==> src/rtl/pal_pkg.sv <==
// Shared constants, codes and controller/datapath interface types for the array list.
`default_nettype none
package pal_pkg;

  // Capacity and element size
  localparam int MAX_ENTRIES = 256;
  localparam int ELEM_W      = 32;
  localparam int ADDR_W      = $clog2(MAX_ENTRIES);
  localparam int CNT_W       = $clog2(MAX_ENTRIES + 1);

  // Port field widths
  localparam int CMD_W  = 2;
  localparam int POS_W  = 9;
  localparam int VAL_W  = 32;
  localparam int STS_W  = 2;
  localparam int ITEM_W = 32;

  // Width for position/count compares
  localparam int CMP_W = ((CNT_W > POS_W) ? CNT_W : POS_W) + 1;

  // Request commands
  localparam logic [CMD_W-1:0] CMD_INSERT = 2'd0;
  localparam logic [CMD_W-1:0] CMD_DELETE = 2'd1;
  localparam logic [CMD_W-1:0] CMD_GET    = 2'd2;
  localparam logic [CMD_W-1:0] CMD_LOCATE = 2'd3;

  // Result status codes
  localparam logic [STS_W-1:0] ST_OK     = 2'd0;
  localparam logic [STS_W-1:0] ST_FULL   = 2'd1;
  localparam logic [STS_W-1:0] ST_BADPOS = 2'd2;
  localparam logic [STS_W-1:0] ST_EMPTY  = 2'd3;

  // Controller to datapath commands
  typedef struct packed {
    logic load_req;    // capture an accepted request
    logic start_walk;  // load walk start and end addresses
    logic step;        // read entry at walk index, advance index
    logic put;         // write the request value at its position
    logic finish;      // load result beat, commit entry count
  } pal_cmd_t;

  // Datapath to controller status
  typedef struct packed {
    logic ok;          // request passes its checks
    logic skip;        // nothing to walk
    logic last;        // walk index is at its end address
    logic ins;         // request is an insert
    logic out_free;    // result register can take a beat
  } pal_sts_t;

endpackage
`default_nettype wire

==> src/rtl/pal_ctrl.sv <==
// Sequencer for the array list: check, memory walk, drain, put and result handoff.
`default_nettype none
module pal_ctrl (
  input  wire logic             clk,
  input  wire logic             rst_n,
  input  wire logic             in_valid,
  output logic                  in_ready,
  input  wire pal_pkg::pal_sts_t sts,
  output pal_pkg::pal_cmd_t      cmd
);
  import pal_pkg::*;

  localparam logic [2:0] S_IDLE  = 3'd0;
  localparam logic [2:0] S_CHECK = 3'd1;
  localparam logic [2:0] S_WALK  = 3'd2;
  localparam logic [2:0] S_DRAIN = 3'd3;
  localparam logic [2:0] S_PUT   = 3'd4;
  localparam logic [2:0] S_FIN   = 3'd5;

  logic [2:0] state_r, state_nxt;

  // Next state and command decode
  always_comb begin
    state_nxt = state_r;
    cmd       = '0;
    in_ready  = 1'b0;
    unique case (state_r)
      S_IDLE: begin
        in_ready = 1'b1;
        if (in_valid) begin
          cmd.load_req = 1'b1;
          state_nxt    = S_CHECK;
        end
      end
      S_CHECK: begin
        if (!sts.ok) begin
          state_nxt = S_FIN;
        end else if (sts.skip) begin
          state_nxt = sts.ins ? S_PUT : S_FIN;
        end else begin
          cmd.start_walk = 1'b1;
          state_nxt      = S_WALK;
        end
      end
      S_WALK: begin
        cmd.step = 1'b1;
        if (sts.last) state_nxt = S_DRAIN;
      end
      S_DRAIN: begin
        state_nxt = sts.ins ? S_PUT : S_FIN;
      end
      S_PUT: begin
        cmd.put   = 1'b1;
        state_nxt = S_FIN;
      end
      S_FIN: begin
        if (sts.out_free) begin
          cmd.finish = 1'b1;
          state_nxt  = S_IDLE;
        end
      end
      default: state_nxt = S_IDLE;
    endcase
  end

  // State register
  always_ff @(posedge clk) begin
    if (!rst_n) state_r <= S_IDLE;
    else        state_r <= state_nxt;
  end

endmodule
`default_nettype wire

==> config.mk <==
export PLATFORM = sky130hd
export DESIGN_NAME = pal_ctrl
export DESIGN_NICKNAME = d
export VERILOG_FILES = /design/src/rtl/pal_pkg.sv /design/src/rtl/pal_ctrl.sv
export SDC_FILE = /design/constraint.sdc
export NUM_CORES = 1
export LEC_CHECK = 0
export BUFFER_PORTS_ARGS = -buffer_cell sky130_fd_sc_hd__buf_2
export CORE_AREA = 5 5 42 44
export DETAILED_ROUTE_END_ITERATION = 12
export DIE_AREA = 0 0 47 49
export GPL_TIMING_DRIVEN = 0
export PLACE_DENSITY_LB_ADDON = 0.08
export SLEW_MARGIN = 5
export SYNTH_ARGS = -nofsm -noshare
export SYNTH_HDL_FRONTEND = slang
export SYNTH_SLANG_ARGS = --single-unit
==> constraint.sdc <==
create_clock -name clk -period 1.4 [get_ports clk]
set_input_delay 0.07 -clock clk [delete_from_list [all_inputs] [get_ports clk]]
set_output_delay 0.07 -clock clk [all_outputs]
set_load 0.01 [all_outputs]
==> results_dict.tcl <==
set metrics [dict create \
    power.leakage_nw 0.1713 \
    coreArea_um2 1401 \
    maxCapViolCount 0 \
    path_clk_slew_ns 0.03 \
    layout-drive-gt1-share 0.5435 \
    report.final.slew_viol_count 0 \
    routed_wl_um 645 \
    antenna_found_initial 0 \
    cts_hold_buf 0 \
    crit_type "flop to primary output" \
    initial_core_util 0.1518 \
    route.antenna.remaining_nets 0 \
    die_h_um 49 \
    hold_violations 0 \
    overflow 0 \
    min_path_type "input port to flop" \
    rr_startpoint "state_r[1]" \
    largest_registers "state_r x3" \
    endpoint "cmd[3]" \
    synth.distinct_cells 17 \
    dr_total_vias 263 \
    rows 14 \
    crit_path_start_kind "flop" \
    cts_tree "built" \
    yosysWarnings 0 \
    drtPass1Iterations 2 \
    fin_crit_sh 0.9532 \
    largest_reg_flops 3 \
    rsz0062_at_grt "false" \
    grt_pass1_vias 257 \
    die_w_um 47 \
    syn_area_um2 212.7 \
    dp_hpwl_um 458.2 \
    clk-insertion-delay-late_ns 0.23 \
    p_seq_frac 0.288 \
    r2r_setup_slack_ns 0.20 \
    p_sw_uw 104.8 \
    tns_ns 0 \
    ys_ff_latch 3 \
    io_pins 14 \
    setup_viol 0 \
    layout.nets 55 \
    pwr-share-clk 0.429 \
    syn_inst 27 \
    ir_drop_v 0.0002216 \
    grt_usage 0.06404 \
    antennaDiodeCount 0 \
    worstPathArrival_ns 1.26 \
    worstPathRequired_ns 1.33 \
    cts.path.max_buffers 2 \
    slew_headroom 0.7136 \
    post-place-cells 56 \
    r2r-end "state_r[1]" \
    grt_pass1_wl_um 952 \
    endpoint_kind "primary output" \
    gp_congestion 0.6942 \
    final_cell_count_no_fill 62 \
    pwr_density_cell_nw_per_um2 1045 \
    crit_path_max_fanout 4 \
    clock-root-buffer "clkbuf_4" \
    p_int_uw 253.4 \
    dieArea_um2 2303 \
    htree_levels 1 \
    wl_per_cell_um 10.40 \
    ff2ff_path_depth 4 \
    port_buffers 13 \
    hold_ws_ns 0.08473 \
    syn_to_final_growth_pct 61.18 \
    fin_skew_ns 0.003477 \
    remaining_drc_errors 0 \
    tightest_slew_ns 0.4188 \
    vias_per_cell 4.242 \
    status "completed" \
    synth_fp_nets 35 \
    swShare 0.2925 \
    cts_buffers 3 \
    fmax_ghz 0.7493 \
    cts.sinks 3 \
    fin_crit_ns 1.335 \
    synth_area_per_cell_um2 7.878 \
    top_register "state_r" \
    initialDrtViolationCount 1 \
    critPathLaunch "state_r[1]" \
    comb_power_share 0.283 \
    yosysSeqAreaShare 0.2824 \
    grt_max_degree 10 \
    nFillCells 172 \
]
==> cell families (layout without fill, tap and decap cells) <==
kind of cell,count (synthesis),after routing,share of synthesized area
AOI/OAI and AO/OA,5,5,0.1647
buffers and inverters,4,23,0.1118
DFF,3,3,0.2824
muxes,1,1,0.04706
and+or+nand+nor,14,14,0.3942
==> metal layers <==
| layer | vias to the layer above | global-route usage | routed length (um) |
|---|---|---|---|
| li1 | 132 | - | - |
| met1 | 121 | 0.05482 | 249 |
| met2 | 8 | 0.09050 | 326 |
| met3 | 2 | 0.01845 | 49 |
| met4 | 0 | 0.09677 | 19 |
| met5 | - | 0 | 0 |
==> critical path, cell delays in order (launching register included) <==
cell and delay [ns]:
dfxtp_2 0.33, or3b_4 0.39, and2b_2 0.22, buf_6 0.09
==> power by group through the flow <==
| stage | clock (mW) | combinational, mW | sequential (mW) |
|---|---|---|---|
| after floorplan | 0 | 0.0635 | 0.101 |
| after global placement | 0 | 0.0983 | 0.103 |
| after detailed placement | 0 | 0.0975 | 0.103 |
| after CTS | 0.163 | 0.106 | 0.102 |
| after global routing | 0.172 | 0.111 | 0.104 |
| final | 0.154 | 0.101 | 0.103 |
==> Yosys cell counts <==
cell type | count | area share
nor3_1 | 5 | 0.12
dfxtp_1 | 3 | 0.28
a21oi_1 | 2 | 0.047
and2b_2 | 2 | 0.082
inv_1 | 2 | 0.035
nor2_1 | 2 | 0.035
a2111oi_0 | 1 | 0.041
and2_1 | 1 | 0.029
and3_1 | 1 | 0.029
buf_2 | 1 | 0.024
buf_6 | 1 | 0.053
mux2i_1 | 1 | 0.047
nand2_1 | 1 | 0.018
nor2b_1 | 1 | 0.029
o21ai_0 | 1 | 0.024
o221a_2 | 1 | 0.053
or3b_4 | 1 | 0.053
==> through the flow <==
step | instance area [um^2] | total power [mW] | util | setup slack, ns
after floorplan | 212.7 | 0.1642 | - | 0.2443
after global placement | 297.8 | 0.2010 | 0.2125 | 0.1243
after detailed placement | 297.8 | 0.2002 | 0.2125 | 0.1278
after CTS | 352.8 | 0.3714 | 0.2518 | 0.002568
after global routing | 342.8 | 0.3861 | 0.2446 | 0.03512
final | 342.8 | 0.3582 | 0.2446 | 0.06545
==> how the worst min path moves through the flow <==
stage          startpoint    endpoint  cells after the start
2_1_floorplan       rst_n  state_r[1]                      1
3_3_place_gp        rst_n  state_r[1]                      2
3_5_place_dp        rst_n  state_r[1]                      2
4_1_cts             rst_n  state_r[1]                      2
5_1_grt             rst_n  state_r[1]                      2
6_report            rst_n  state_r[1]                      2
==> layout make-up <==
| type | instances | area, um^2 | share of cell area |
|---|---|---|---|
| multi-input cells | 20 | 128.9 | 0.3759 |
| repair buffers | 16 | 93.84 | 0.2737 |
| flip-flops and latches | 3 | 61.31 | 0.1788 |
| plain buffers | 1 | 5.005 | 0.01460 |
| inverters | 2 | 7.507 | 0.02190 |
| clock buffers | 4 | 26.28 | 0.07664 |
| well taps | 16 | 20.02 | 0.05839 |
==> placed cells by master (no fill, tap or decap) <==
cell type	synthesis	routed
buf_2	1	13
nor3_1	5	5
clkbuf_4	0	3
buf_4	0	3
inv_1	2	2
and2b_2	2	2
a21oi_1	2	2
nor2_1	2	2
dfxtp_1	3	2
nand2_1	1	1
or3b_4	1	1
nor2b_1	1	1
and2_1	1	1
o21ai_0	1	1
mux2i_1	1	1
and3_1	1	1
o221a_2	1	1
a2111oi_0	1	1
clkbuf_1	0	1
buf_6	1	1
dfxtp_2	0	1
==> timing repair <==
action	in CTS	in global routing
pin swaps	1	1
endpoints found under the setup margin	1	1
resized for setup	1	1
buffers inserted	3	0
(Power assumes the default switching activity.)
